**src/sv/bqd_pkg.sv**
```systemverilog
package bqd_pkg;

    localparam int COEF_BITS    = 24;
    localparam int OUT_BITS     = 24;
    localparam int CFG_IDX_BITS = 3;

    typedef logic [CFG_IDX_BITS-1:0]     t_cfg_idx;
    typedef logic signed [COEF_BITS-1:0] t_coef;
    typedef logic signed [OUT_BITS-1:0]  t_out;

    // register indexes on the configuration port
    localparam t_cfg_idx REG_B0 = 3'd0;
    localparam t_cfg_idx REG_B1 = 3'd1;
    localparam t_cfg_idx REG_B2 = 3'd2;
    localparam t_cfg_idx REG_A1 = 3'd3;
    localparam t_cfg_idx REG_A2 = 3'd4;

    // 0.5 to 20 Hz band-pass at 500 Hz, Q2.22
    localparam t_coef COEF_B0_RST = 24'sd459856;
    localparam t_coef COEF_B1_RST = 24'sd0;
    localparam t_coef COEF_B2_RST = -24'sd459856;
    localparam t_coef COEF_A1_RST = -24'sd7462970;
    localparam t_coef COEF_A2_RST = 24'sd3274592;

    localparam t_out OUT_MAX = {1'b0, {(OUT_BITS-1){1'b1}}};
    localparam t_out OUT_MIN = {1'b1, {(OUT_BITS-1){1'b0}}};

    typedef struct packed {
        t_coef b0;
        t_coef b1;
        t_coef b2;
        t_coef a1;
        t_coef a2;
    } t_coefs;

    // command to the shared serial multiplier
    typedef struct packed {
        logic start;
        logic neg;
        logic frac;
    } t_mul_cmd;

    // product being formed for the current channel
    typedef enum logic [2:0] {
        OP_B0 = 3'd0,
        OP_A1 = 3'd1,
        OP_B1 = 3'd2,
        OP_A2 = 3'd3,
        OP_B2 = 3'd4
    } t_op;

endpackage

```
**src/sv/bqd_in_if.sv**
```systemverilog
interface bqd_in_if #(
    parameter int SAMPLE_BITS = 22
);
    logic                          valid;
    logic                          ready;
    logic signed [SAMPLE_BITS-1:0] ir_sample;
    logic signed [SAMPLE_BITS-1:0] red_sample;

    modport source (output valid, output ir_sample, output red_sample, input ready);
    modport sink   (input valid, input ir_sample, input red_sample, output ready);
endinterface

```
**src/sv/bqd_out_if.sv**
```systemverilog
interface bqd_out_if;
    import bqd_pkg::*;

    logic valid;
    logic ready;
    t_out ir_filtered;
    t_out red_filtered;

    modport source (output valid, output ir_filtered, output red_filtered, input ready);
    modport sink   (input valid, input ir_filtered, input red_filtered, output ready);
endinterface

```
**src/sv/bqd_mul.sv**
```systemverilog
module bqd_mul #(
    parameter int STATE_BITS     = 48,
    parameter int COEF_FRAC_BITS = 22
) (
    input  logic                           i_clk,
    input  logic                           i_rst_n,
    input  bqd_pkg::t_mul_cmd              i_cmd,
    input  logic [STATE_BITS-1:0]          i_mcand,
    input  logic [bqd_pkg::COEF_BITS-1:0]  i_mplier,
    output logic                           o_done,
    output logic signed [STATE_BITS-1:0]   o_res
);
    import bqd_pkg::*;

    localparam int PW       = STATE_BITS + COEF_BITS;
    localparam int CNT_BITS = $clog2(COEF_BITS);
    localparam logic signed [STATE_BITS-1:0] ST_MAX = {1'b0, {(STATE_BITS-1){1'b1}}};
    localparam logic signed [STATE_BITS-1:0] ST_MIN = {1'b1, {(STATE_BITS-1){1'b0}}};

    typedef enum logic [2:0] {
        M_IDLE = 3'b001,
        M_RUN  = 3'b010,
        M_FIN  = 3'b100
    } t_mstate;

    t_mstate                       r_state, n_state;
    logic [CNT_BITS-1:0]           r_cnt;
    logic [PW-1:0]                 r_p;
    logic [STATE_BITS-1:0]         r_mcand;
    logic                          r_neg;
    logic                          r_frac;
    logic                          r_done;
    logic signed [STATE_BITS-1:0]  r_res;

    logic [STATE_BITS:0]           w_sum;
    logic [PW-1:0]                 w_mag;
    logic [COEF_BITS:0]            w_top;
    logic                          w_over;
    logic                          w_exact_min;
    logic signed [STATE_BITS-1:0]  w_res;

    // one multiplier bit per cycle: add the multiplicand into the upper part, shift right
    assign w_sum = {1'b0, r_p[PW-1:COEF_BITS]}
                 + (r_p[0] ? {1'b0, r_mcand} : {(STATE_BITS+1){1'b0}});

    // magnitude shift truncates toward zero
    assign w_mag       = r_frac ? (r_p >> COEF_FRAC_BITS) : r_p;
    assign w_top       = w_mag[PW-1:STATE_BITS-1];
    assign w_over      = |w_top;
    assign w_exact_min = (w_top == {{COEF_BITS{1'b0}}, 1'b1})
                       && (w_mag[STATE_BITS-2:0] == '0);

    always_comb begin
        if (!r_neg) begin
            w_res = w_over ? ST_MAX : w_mag[STATE_BITS-1:0];
        end else begin
            w_res = (w_over && !w_exact_min) ? ST_MIN : -w_mag[STATE_BITS-1:0];
        end
    end

    always_comb begin
        n_state = r_state;
        case (r_state)
            M_IDLE: begin
                if (i_cmd.start) n_state = M_RUN;
            end
            M_RUN: begin
                if (r_cnt == '0) n_state = M_FIN;
            end
            M_FIN: begin
                n_state = M_IDLE;
            end
            default: begin
                n_state = M_IDLE;
            end
        endcase
    end

    always_ff @(posedge i_clk) begin
        if (!i_rst_n) begin
            r_state <= M_IDLE;
            r_done  <= 1'b0;
        end else begin
            r_state <= n_state;
            r_done  <= (r_state == M_FIN);
        end
    end

    always_ff @(posedge i_clk) begin
        case (r_state)
            M_IDLE: begin
                if (i_cmd.start) begin
                    r_p     <= {{STATE_BITS{1'b0}}, i_mplier};
                    r_mcand <= i_mcand;
                    r_neg   <= i_cmd.neg;
                    r_frac  <= i_cmd.frac;
                    r_cnt   <= CNT_BITS'(COEF_BITS - 1);
                end
            end
            M_RUN: begin
                r_p   <= {w_sum, r_p[COEF_BITS-1:1]};
                r_cnt <= r_cnt - 1'b1;
            end
            M_FIN: begin
                r_res <= w_res;
            end
            default: begin
            end
        endcase
    end

    assign o_done = r_done;
    assign o_res  = r_res;

endmodule

```
**src/sv/bqd_core.sv**
```systemverilog
module bqd_core #(
    parameter int SAMPLE_BITS    = 22,
    parameter int COEF_FRAC_BITS = 22,
    parameter int STATE_BITS     = 48
) (
    input  logic                          i_clk,
    input  logic                          i_rst_n,
    input  bqd_pkg::t_coefs               i_coefs,
    input  logic                          i_in_valid,
    output logic                          o_in_ready,
    input  logic signed [SAMPLE_BITS-1:0] i_ir_sample,
    input  logic signed [SAMPLE_BITS-1:0] i_red_sample,
    output logic                          o_out_valid,
    input  logic                          i_out_ready,
    output bqd_pkg::t_out                 o_ir_filtered,
    output bqd_pkg::t_out                 o_red_filtered
);
    import bqd_pkg::*;

    localparam logic signed [STATE_BITS-1:0] ST_MAX = {1'b0, {(STATE_BITS-1){1'b1}}};
    localparam logic signed [STATE_BITS-1:0] ST_MIN = {1'b1, {(STATE_BITS-1){1'b0}}};
    localparam logic [STATE_BITS-1:0] OUT_POS_LIM = STATE_BITS'(2**(OUT_BITS-1) - 1);
    localparam logic [STATE_BITS-1:0] OUT_NEG_LIM = STATE_BITS'(2**(OUT_BITS-1));

    typedef enum logic [4:0] {
        S_IDLE  = 5'b00001,
        S_START = 5'b00010,
        S_WAIT  = 5'b00100,
        S_ADD   = 5'b01000,
        S_HOLD  = 5'b10000
    } t_state;

    t_state                          r_state;
    t_op                             r_op;
    logic                            r_ch;
    logic signed [SAMPLE_BITS-1:0]   r_ir_x;
    logic signed [SAMPLE_BITS-1:0]   r_red_x;
    logic signed [STATE_BITS-1:0]    r_d1 [2];
    logic signed [STATE_BITS-1:0]    r_d2 [2];
    logic signed [STATE_BITS-1:0]    r_y;
    logic signed [STATE_BITS-1:0]    r_t;
    t_out                            r_res_ir;
    t_out                            r_res_red;
    logic                            r_ovalid;
    t_out                            r_ir_out;
    t_out                            r_red_out;

    logic signed [SAMPLE_BITS-1:0]   w_x;
    logic signed [STATE_BITS-1:0]    w_xs;
    logic [STATE_BITS-1:0]           w_x_mag;
    logic [STATE_BITS-1:0]           w_y_mag;
    logic [STATE_BITS-1:0]           w_q;
    t_coef                           w_coef;
    logic [COEF_BITS-1:0]            w_c_mag;
    logic                            w_use_y;
    t_mul_cmd                        w_cmd;
    logic [STATE_BITS-1:0]           w_mcand;
    logic                            w_mul_done;
    logic signed [STATE_BITS-1:0]    w_mul_res;
    t_out                            w_out;
    logic                            w_out_free;
    logic                            w_load;

    function automatic logic signed [STATE_BITS-1:0] f_sat_addsub(
        input logic signed [STATE_BITS-1:0] a,
        input logic signed [STATE_BITS-1:0] b,
        input logic                         sub
    );
        logic [STATE_BITS:0] s;
        if (sub) begin
            s = {a[STATE_BITS-1], a} - {b[STATE_BITS-1], b};
        end else begin
            s = {a[STATE_BITS-1], a} + {b[STATE_BITS-1], b};
        end
        if (s[STATE_BITS] != s[STATE_BITS-1]) begin
            f_sat_addsub = s[STATE_BITS] ? ST_MIN : ST_MAX;
        end else begin
            f_sat_addsub = s[STATE_BITS-1:0];
        end
    endfunction

    assign w_x     = r_ch ? r_red_x : r_ir_x;
    assign w_xs    = STATE_BITS'(w_x);
    assign w_x_mag = w_xs[STATE_BITS-1] ? STATE_BITS'(-w_xs) : STATE_BITS'(w_xs);
    assign w_y_mag = r_y[STATE_BITS-1] ? STATE_BITS'(-r_y) : STATE_BITS'(r_y);

    always_comb begin
        case (r_op)
            OP_B0:   w_coef = i_coefs.b0;
            OP_A1:   w_coef = i_coefs.a1;
            OP_B1:   w_coef = i_coefs.b1;
            OP_A2:   w_coef = i_coefs.a2;
            OP_B2:   w_coef = i_coefs.b2;
            default: w_coef = i_coefs.b0;
        endcase
    end

    assign w_c_mag = w_coef[COEF_BITS-1] ? COEF_BITS'(-w_coef) : COEF_BITS'(w_coef);

    // feedback products take y and drop the coefficient fraction
    assign w_use_y   = (r_op == OP_A1) || (r_op == OP_A2);
    assign w_mcand   = w_use_y ? w_y_mag : w_x_mag;
    assign w_cmd.start = (r_state == S_START);
    assign w_cmd.frac  = w_use_y;
    assign w_cmd.neg   = (w_use_y ? r_y[STATE_BITS-1] : w_xs[STATE_BITS-1])
                       ^ w_coef[COEF_BITS-1];

    bqd_mul #(
        .STATE_BITS     (STATE_BITS),
        .COEF_FRAC_BITS (COEF_FRAC_BITS)
    ) u_mul (
        .i_clk    (i_clk),
        .i_rst_n  (i_rst_n),
        .i_cmd    (w_cmd),
        .i_mcand  (w_mcand),
        .i_mplier (w_c_mag),
        .o_done   (w_mul_done),
        .o_res    (w_mul_res)
    );

    // y to integer output: truncate toward zero, saturate
    assign w_q = w_y_mag >> COEF_FRAC_BITS;

    always_comb begin
        if (r_y[STATE_BITS-1]) begin
            w_out = (w_q > OUT_NEG_LIM) ? OUT_MIN : -w_q[OUT_BITS-1:0];
        end else begin
            w_out = (w_q > OUT_POS_LIM) ? OUT_MAX : w_q[OUT_BITS-1:0];
        end
    end

    assign w_out_free = !r_ovalid || i_out_ready;

    // both channels done and the output register can take the pair
    assign w_load = w_out_free
                  && (((r_state == S_WAIT) && w_mul_done && (r_op == OP_B2) && r_ch)
                      || (r_state == S_HOLD));

    always_ff @(posedge i_clk) begin
        if (!i_rst_n) begin
            r_ovalid <= 1'b0;
        end else if (w_load) begin
            r_ovalid <= 1'b1;
        end else if (i_out_ready) begin
            r_ovalid <= 1'b0;
        end
    end

    always_ff @(posedge i_clk) begin
        if (w_load) begin
            r_ir_out  <= r_res_ir;
            r_red_out <= r_res_red;
        end
    end

    always_ff @(posedge i_clk) begin
        if (!i_rst_n) begin
            r_state  <= S_IDLE;
            r_op     <= OP_B0;
            r_ch     <= 1'b0;
            r_d1[0]  <= '0;
            r_d1[1]  <= '0;
            r_d2[0]  <= '0;
            r_d2[1]  <= '0;
        end else begin
            case (r_state)
                S_IDLE: begin
                    if (i_in_valid) begin
                        r_ir_x  <= i_ir_sample;
                        r_red_x <= i_red_sample;
                        r_ch    <= 1'b0;
                        r_op    <= OP_B0;
                        r_state <= S_START;
                    end
                end
                S_START: begin
                    r_state <= S_WAIT;
                end
                S_WAIT: begin
                    if (w_mul_done) begin
                        case (r_op)
                            OP_B0: begin
                                r_y     <= f_sat_addsub(w_mul_res, r_d1[r_ch], 1'b0);
                                r_op    <= OP_A1;
                                r_state <= S_START;
                            end
                            OP_A1: begin
                                r_t     <= w_mul_res;
                                r_op    <= OP_B1;
                                r_state <= S_START;
                            end
                            OP_B1: begin
                                r_t     <= f_sat_addsub(w_mul_res, r_t, 1'b1);
                                r_state <= S_ADD;
                            end
                            OP_A2: begin
                                r_t     <= w_mul_res;
                                r_op    <= OP_B2;
                                r_state <= S_START;
                            end
                            OP_B2: begin
                                r_d2[r_ch] <= f_sat_addsub(w_mul_res, r_t, 1'b1);
                                if (!r_ch) begin
                                    r_ch    <= 1'b1;
                                    r_op    <= OP_B0;
                                    r_state <= S_START;
                                end else if (w_out_free) begin
                                    r_state <= S_IDLE;
                                end else begin
                                    r_state <= S_HOLD;
                                end
                            end
                            default: begin
                                r_state <= S_IDLE;
                            end
                        endcase
                    end
                end
                S_ADD: begin
                    // d2 still holds its old value here
                    r_d1[r_ch] <= f_sat_addsub(r_t, r_d2[r_ch], 1'b0);
                    if (r_ch) r_res_red <= w_out;
                    else      r_res_ir  <= w_out;
                    r_op    <= OP_A2;
                    r_state <= S_START;
                end
                S_HOLD: begin
                    if (w_out_free) begin
                        r_state <= S_IDLE;
                    end
                end
                default: begin
                    r_state <= S_IDLE;
                end
            endcase
        end
    end

    assign o_in_ready     = (r_state == S_IDLE);
    assign o_out_valid    = r_ovalid;
    assign o_ir_filtered  = r_ir_out;
    assign o_red_filtered = r_red_out;

endmodule

```
**src/sv/dual_channel_bandpass_biquad.sv**
```systemverilog
// port       dir  handshake        payload
// i_sample   in   valid / ready    ir_sample, red_sample (SAMPLE_BITS, signed)
// o_result   out  valid / ready    ir_filtered, red_filtered (24 bits, signed)
// i_cfg_*    in   i_cfg_we         i_cfg_idx, i_cfg_data (24 bits, signed Q2.22)
//
// each transaction runs ten products through the one shared multiplier, which takes one
// coefficient bit per cycle, plus a state update step per channel and the accept step
// reset (synchronous, active low) restores the coefficients and clears the filter state
// the result sits in an output register while the next transaction is accepted; the
// core stalls only if that result is still not taken when the next one is done
module dual_channel_bandpass_biquad #(
    parameter int SAMPLE_BITS    = 22,
    parameter int COEF_FRAC_BITS = 22,
    parameter int STATE_BITS     = 48
) (
    input  logic                  i_clk,
    input  logic                  i_rst_n,
    bqd_in_if.sink                i_sample,
    bqd_out_if.source             o_result,
    input  logic                  i_cfg_we,
    input  bqd_pkg::t_cfg_idx     i_cfg_idx,
    input  bqd_pkg::t_coef        i_cfg_data
);
    import bqd_pkg::*;

    t_coefs r_coefs;

    always_ff @(posedge i_clk) begin
        if (!i_rst_n) begin
            r_coefs.b0 <= COEF_B0_RST;
            r_coefs.b1 <= COEF_B1_RST;
            r_coefs.b2 <= COEF_B2_RST;
            r_coefs.a1 <= COEF_A1_RST;
            r_coefs.a2 <= COEF_A2_RST;
        end else if (i_cfg_we) begin
            case (i_cfg_idx)
                REG_B0:  r_coefs.b0 <= i_cfg_data;
                REG_B1:  r_coefs.b1 <= i_cfg_data;
                REG_B2:  r_coefs.b2 <= i_cfg_data;
                REG_A1:  r_coefs.a1 <= i_cfg_data;
                REG_A2:  r_coefs.a2 <= i_cfg_data;
                default: begin
                end
            endcase
        end
    end

    bqd_core #(
        .SAMPLE_BITS    (SAMPLE_BITS),
        .COEF_FRAC_BITS (COEF_FRAC_BITS),
        .STATE_BITS     (STATE_BITS)
    ) u_core (
        .i_clk          (i_clk),
        .i_rst_n        (i_rst_n),
        .i_coefs        (r_coefs),
        .i_in_valid     (i_sample.valid),
        .o_in_ready     (i_sample.ready),
        .i_ir_sample    (i_sample.ir_sample),
        .i_red_sample   (i_sample.red_sample),
        .o_out_valid    (o_result.valid),
        .i_out_ready    (o_result.ready),
        .o_ir_filtered  (o_result.ir_filtered),
        .o_red_filtered (o_result.red_filtered)
    );

endmodule

```
**src/flat_wrapper.sv**
```systemverilog
// flat-port wrapper written by rule: the top's interface ports become plain ports
module dual_channel_bandpass_biquad_flat import bqd_pkg::*;
#(
    parameter int SAMPLE_BITS    = 22,
    parameter int COEF_FRAC_BITS = 22,
    parameter int STATE_BITS     = 48
)
  (i_clk, i_rst_n, i_cfg_we, i_cfg_idx, i_cfg_data, i_sample_valid, i_sample_ir_sample, i_sample_red_sample, i_sample_ready, o_result_valid, o_result_ir_filtered, o_result_red_filtered, o_result_ready);
  bqd_in_if #(.SAMPLE_BITS(SAMPLE_BITS)) i_sample_i ();
  bqd_out_if o_result_i ();
  input  logic i_clk;
  input  logic i_rst_n;
  input  logic i_cfg_we;
  input  bqd_pkg::t_cfg_idx i_cfg_idx;
  input  bqd_pkg::t_coef i_cfg_data;
  input wire logic [$bits(i_sample_i.valid)-1:0] i_sample_valid;
  input wire logic [$bits(i_sample_i.ir_sample)-1:0] i_sample_ir_sample;
  input wire logic [$bits(i_sample_i.red_sample)-1:0] i_sample_red_sample;
  output wire logic [$bits(i_sample_i.ready)-1:0] i_sample_ready;
  output wire logic [$bits(o_result_i.valid)-1:0] o_result_valid;
  output wire logic [$bits(o_result_i.ir_filtered)-1:0] o_result_ir_filtered;
  output wire logic [$bits(o_result_i.red_filtered)-1:0] o_result_red_filtered;
  input wire logic [$bits(o_result_i.ready)-1:0] o_result_ready;
  assign i_sample_i.valid = i_sample_valid;
  assign i_sample_i.ir_sample = i_sample_ir_sample;
  assign i_sample_i.red_sample = i_sample_red_sample;
  assign i_sample_ready = i_sample_i.ready;
  assign o_result_valid = o_result_i.valid;
  assign o_result_ir_filtered = o_result_i.ir_filtered;
  assign o_result_red_filtered = o_result_i.red_filtered;
  assign o_result_i.ready = o_result_ready;
  dual_channel_bandpass_biquad #(.SAMPLE_BITS(SAMPLE_BITS), .COEF_FRAC_BITS(COEF_FRAC_BITS), .STATE_BITS(STATE_BITS)) u_core (.i_clk(i_clk), .i_rst_n(i_rst_n), .i_sample(i_sample_i), .o_result(o_result_i), .i_cfg_we(i_cfg_we), .i_cfg_idx(i_cfg_idx), .i_cfg_data(i_cfg_data));
endmodule
```
**config.mk**
```make
export PLATFORM = sky130hd
export DESIGN_NAME = dual_channel_bandpass_biquad_flat
export DESIGN_NICKNAME = d
export VERILOG_FILES = /design/src/sv/bqd_pkg.sv /design/src/sv/bqd_in_if.sv /design/src/sv/bqd_out_if.sv /design/src/sv/bqd_mul.sv /design/src/sv/bqd_core.sv /design/src/sv/dual_channel_bandpass_biquad.sv /design/src/flat_wrapper.sv
export SDC_FILE = /design/constraint.sdc
export NUM_CORES = 2
export LEC_CHECK = 0
export ABC_AREA = 1
export BUFFER_PORTS_ARGS = -buffer_cell sky130_fd_sc_hd__buf_2
export CAP_MARGIN = 10
export CORE_UTILIZATION = 55
export DETAILED_ROUTE_END_ITERATION = 6
export HOLD_SLACK_MARGIN = 0.08
export PLACE_DENSITY_LB_ADDON = 0.25
export SLEW_MARGIN = 30
export SYNTH_ARGS = -nofsm -noshare
export SYNTH_HDL_FRONTEND = slang
export SYNTH_SLANG_ARGS = --single-unit
```
**constraint.sdc**
```tcl
create_clock -name i_clk -period 6.2 [get_ports i_clk]
set_input_delay 0.62 -clock i_clk [delete_from_list [all_inputs] [get_ports i_clk]]
set_output_delay 0.62 -clock i_clk [all_outputs]
set_load 0.01 [all_outputs]
```
== After elaboration in Yosys (flattened, before gate mapping) ==
Memory sizes are Yosys's and may differ from the RTL's. A register that Yosys moved wholly into a read port is not among the register bits.
Cells that the tools add are included.
Widths: inputs -> output; s select.

* RAM bits: 192
* Bits in latches: 0
* Bits in read-only memories: 0
* Register bits after elaboration: 545
* Word-level logic and storage cells: 199
* Memories: 2
* Output and inout bits: 50

{| class="wikitable"
|+ Memories
! memory !! depth !! width !! rd ports !! clocked after Yosys merged registers in !! wr ports !! RTL line !! text
|-
| u_core.u_core.r_d1 || 2 || 48 || 1 || 1 || 2 || bqd_core.sv:38 || <nowiki>logic signed [STATE_BITS-1:0] r_d1 [2];</nowiki>
|-
| u_core.u_core.r_d2 || 2 || 48 || 1 || 1 || 2 || bqd_core.sv:39 || <nowiki>logic signed [STATE_BITS-1:0] r_d2 [2];</nowiki>
|}

* Bitwise operators: 2
* Multipliers: 0
* Add/sub/neg operators: 10
* Divide/modulo/power cells: 0
* Order comparisons: 2
* Reductions and logical operators: 41
* Shift-type cells: 0
* Eq/ne operators: 29
* Muxes and demuxes: 88

{| class="wikitable"
|+ Operators by type and width
! cell !! count
|-
| $mux 48 || 23
|-
| $mux 49 || 14
|-
| $add 48x48->49 || 3
|-
| $mux 72 || 2
|-
| $pmux 72 s2 || 1
|-
| $mux 24 || 4
|-
| $neg 48->48 || 2
|-
| $pmux 24 s4 || 1
|-
| $pmux 48 s2 || 1
|-
| $reduce_or 48->1 || 2
|-
| $sub 48x48->49 || 1
|-
| $neg 22->48 || 1
|-
| $neg 24->24 || 2
|-
| $logic_not 47->1 || 1
|-
| $mux 5 || 6
|-
| $gt 26x23->1 const B || 1
|-
| $gt 26x24->1 const B || 1
|-
| $eq 25x1->1 const B || 1
|-
| $pmux 5 s5 || 1
|-
| $reduce_or 25->1 || 1
|-
| $mux 1 || 23
|-
| $mux 22 || 1
|-
| $reduce_and 2->1 || 8
|-
| $eq 3x2->1 const B || 5
|-
| 34 further kinds || 66
|}

== Longest topological paths before layout ==
* Depth after elaboration: 12
* Mapped depth: 23
* Depth with buffers taken out: 20

== Hierarchy ==
Synthesis repeated with hierarchy kept, for this count alone.

* Cell total of the unflattened synthesis: 6586
* Area, all modules: 50394.6 µm²

{| class="wikitable"
|+ By module, submodules not included
! module !! sequential area each (µm²) !! cells an instance !! area an instance (µm²) !! times used
|-
| bqd_core || 13072.5 || 4108 || 32447.4 || 1
|-
| bqd_mul || 5335.1 || 1835 || 13347.8 || 1
|-
| dual_channel_bandpass_biquad || 2402.3 || 643 || 4599.4 || 1
|}

== Worst setup path after synthesis ==
Ideal clock, no wire load.

* Kind: reg2reg
* Start point: register u_core.u_core.r_state[3]
* End point: register u_core.u_core.u_mul.r_cnt[0], enable pin
* Data required time: 5761 ps
* Cell stages (with the launch flop): 6
* Slack: 1028 ps
* Period minus slack after synthesis: 5172 ps
* Arrival time: 4734 ps
* Buffers on the path: 0
* Cells stage by stage: dfxtp_1 > nor2_1 > nand4_1 > nor2_1 > inv_1 > nand2_1

* Word-level cells in the longest chain between the ends: 3

{| class="wikitable"
|+ RTL lines
! element !! RTL line !! text
|-
| from (decl) || bqd_core.sv:33 || <nowiki>t_state r_state;</nowiki>
|-
| from (signal assigned) || bqd_core.sv:158 || <nowiki>r_state <= S_IDLE;</nowiki>
|-
| from (signal assigned) || bqd_core.sv:173 || <nowiki>r_state <= S_START;</nowiki>
|-
| from (signal assigned) || bqd_core.sv:177 || <nowiki>r_state <= S_WAIT;</nowiki>
|-
| $eq 5x2->1 || bqd_core.sv:103 || <nowiki>assign w_cmd.start = (r_state == S_START);</nowiki>
|-
| $ne 2x1->1 (no line) || n/a ||
|-
| $reduce_and 2->1 (no line) || n/a ||
|-
| to (signal assigned) || bqd_mul.sv:97 || <nowiki>r_cnt <= CNT_BITS'(COEF_BITS - 1);</nowiki>
|-
| to (signal assigned) || bqd_mul.sv:102 || <nowiki>r_cnt <= r_cnt - 1'b1;</nowiki>
|-
| to (decl) || bqd_mul.sv:27 || <nowiki>logic [CNT_BITS-1:0] r_cnt;</nowiki>
|}

No other way between the ends.
A chain may end at the register's enable or synchronous reset.

==> flow_summary.yaml <==
global_route:
  grt_usage_pct: 36.4
  grt_pass1_wl_mm: 247
  antenna_found_initial: 5
  overflow: 0
  grt_max_degree: 101
  grt_pass1_vias: 41226
timing:
  max_freq_mhz: 208
  skew_ns: 0.0316
  hold_viol: 0
  finalSetupTns_ns: 0
  setup_viol: 0
  fin_crit_ns: 4.80
  rsz0062_at_grt: "false"
  slew_viol_final: 0
  finalCritPeriodShare_pct: 77.5
  worst-slew-pin-transition_ns: 1.01
  relSlewSlack_pct: 32.7
power:
  clockPowerShare_pct: 38.7
  p_sw_mw: 4.04
  seqPwrFrac_pct: 42.9
  power.leakage_nw: 22.5
  combPwrFrac_pct: 18.4
  vdd_ir_drop_max_uv: 308
  power.internal_mw: 9.36
  swShare_pct: 30.2
  powerDensity_nw_per_um2: 253
layout:
  area_growth_pct: 9.42
  fillers: 7979
  final_cells: 7530
  register_area_um2: 20800
  final_cell_mix: "1614 x nand2_1, 798 x nor2_1, 603 x edfxtp_1"
  final_common_cell: "nand2_1"
  multi_input_area_um2: 24500
  fin_nets: 6584
  drive_above_1_share_pct: 8.46
route:
  post_drt_via_cell_ratio: 5.88
  vias: 44263
  post_drt_wl_per_cell_um: 22.0
  firstDrtPassIters: 7
  drt-total-wl_mm: 166
  remaining_drc_errors: 0
  antenna_left: 0
  drtIter0Drc: 5091
critical_path:
  path_max_fanout: 46
  regToRegSetupSlack_ns: 1.40
  r2r_cells: 18
  endpoint_kind: "flip-flop"
  arrival_ns: 5.19
  endpoint: "u_core.u_core.r_y[35]"
  startpoint_type: "flip-flop"
  path_class: "reg -> reg"
  crit_required_ns: 6.59
  timing.rr.end: "u_core.u_core.r_y[35]"
synthesis:
  yosys.area.top_type: "edfxtp_1"
  syn-cell-area_um2: 48400
  synth_top_area_share_pct: 37.4
  syn-num-nets: 6520
  synth-seq-cells: 738
  synth_cells: 6241
  syn_area_per_cell_um2: 7.75
  ys_seq_area_share_pct: 43.0
  yosysUniqueCellTypes: 68
  yosys-top-cells-area: "edfxtp_1 37%, nand2_1 13%, nor2_1 6.2%, dfxtp_1 5.6%, a21oi_1 5.2%"
  yosys_warnings: 0
  synth_edf_count: 603
  synthFlopType: "edfxtp_1"
  ys_async_sr_fraction_pct: 0
worst_hold_path:
  min_from: "i_sample_red_sample[11]"
  holdCritPathClass: "in -> reg"
floorplan:
  die_w_um: 299
  die_h_um: 299
  coreArea_um2: 86900
  dieArea_um2: 89100
  rows: 108
  io_pins: 126
  initial_core_util_pct: 55.7
clock_network:
  post_cts_buffers: 0
  clk_latency_ns: 0.68
  root_buffer: "clkbuf_16"
  holdBufCountCts: 0
  numClockSinks: 738
  h-tree-depth: 3
  cts_made_buffers: 82
  clockBufferDepth: 3
  ctsResizeCount: 0
  clkSlewWorstSetupHoldPaths_ns: 0.07
  cts_tree: "built"
placement:
  dp_hpwl_mm: 126
  place_inst: 7376
  numPortBuffers: 125
  globalplace.congestion: 1.05
job:
  max_cap_viol_count: 0
status:
  status: "completed"
## kinds of logic after synthesis
group                    Yosys count  synth area share [%]
buffers and inverters            799                  6.53
XOR/XNOR                         200                  3.62
multiplexers                     102                  2.35
AND/OR/NAND/NOR                 2954                  25.0
adder cells (fa/ha/maj)          203                  5.31
AO/OA/AOI/OAI                   1245                  14.2
flip-flops                       738                  43.0
## how the worst min path moves through the flow
stage / end / slack (ns) / cells past startpoint
final: u_core.u_core.r_red_x[11] / 0.12 / 1
after global routing: u_core.u_core.r_ir_x[11] / 0.11 / 1
after CTS: u_core.u_core.r_red_x[0] / 0.09 / 1
after detailed placement: u_core.u_core.o_red_filtered[4] / 0.40 / 0
after global placement: u_core.u_core.o_ir_filtered[21] / 0.40 / 0
after floorplan: u_core.u_core.o_ir_filtered[0] / 0.40 / 0
## power groups by stage
| stage | clock, mW | sequential (mW) | combinational [mW] |
|---|---|---|---|
| floorplan | 0 | 5.80 | 1.70 |
| global placement | 0 | 5.84 | 2.39 |
| detailed placement | 0 | 5.85 | 2.41 |
| CTS | 5.23 | 5.74 | 2.43 |
| global route | 5.39 | 5.76 | 2.71 |
| finish | 5.19 | 5.75 | 2.47 |
## sequential cells by signal, summed over array words and instances (netlist names), 48 cells and up, named ones only
register                     count
u_core.r_coefs                 120
u_core.u_core.r_d1              96
u_core.u_core.r_d2              96
u_core.u_core.r_t               48
u_core.u_core.r_y               48
u_core.u_core.u_mul.o_res       48
u_core.u_core.u_mul.r_mcand     48
u_core.u_core.u_mul.r_p         72
## per-stage QoR
step | worst slack, ns | utilization [%] | instance area (um^2) | hold WS (ns) | power, mW
final | 1.40 | 60.9 | 52900 | 0.120 | 13.4
after floorplan | 1.03 | - | 48400 | 0.400 | 7.51
after CTS | 1.49 | 60.9 | 52900 | 0.0889 | 13.4
after global routing | 1.06 | 60.9 | 52900 | 0.106 | 13.9
after detailed placement | 1.54 | 57.6 | 50100 | 0.405 | 8.26
after global placement | 1.60 | 57.6 | 50100 | 0.401 | 8.23
## synth_stat cells (18+ instances only)
master       n
nand4_1     60
xor2_1     135
buf_2       29
nor2_1     805
inv_1      572
nor4_1      26
or2_1       18
ha_1       199
nand3_1    288
mux2_2      94
o21ai_0    433
o21ai_1     79
inv_2       30
a21o_1      27
xnor2_1     65
buf_1       19
o21bai_1    39
nor3_1      60
a31oi_1     43
edfxtp_1   603
nand2_1   1621
dfxtp_1    135
o21a_1      36
clkbuf_1   131
a21oi_1    500
## final cells by class
cell class	instances	area share [%]
sequential	738	39.3
inverter	603	4.28
tap	1155	2.73
timing repair buffer	176	1.96
clock inverter	57	1.34
antenna	2	0.00945
multi-input combinational	4704	46.3
clock buffer	95	4.03
## critical path, stage by stage, from the launching register on
cell	delay (ns)
dfxtp_4	0.83
mux2_2	0.35
ha_1	0.29
inv_1	0.11
fa_1	0.42
o21ai_1	0.35
nand3_1	0.11
nand3_1	0.19
nand2_1	0.09
nand2_1	0.16
nand2_1	0.10
nand2_1	0.20
nand2_1	0.12
nand3b_1	0.10
nand2_1	0.11
inv_1	0.10
nand2_1	0.55
nand2_1	0.24
nand2_1	0.08
## metal layers
metal	GRT usage [%]	vias up	wire length [um]
li1	-	21141	-
met1	51.9	20830	71400
met2	55.3	1975	72100
met3	5.60	313	14800
met4	15.3	4	7330
met5	0	-	26
Power figures use the tool's default switching activity.
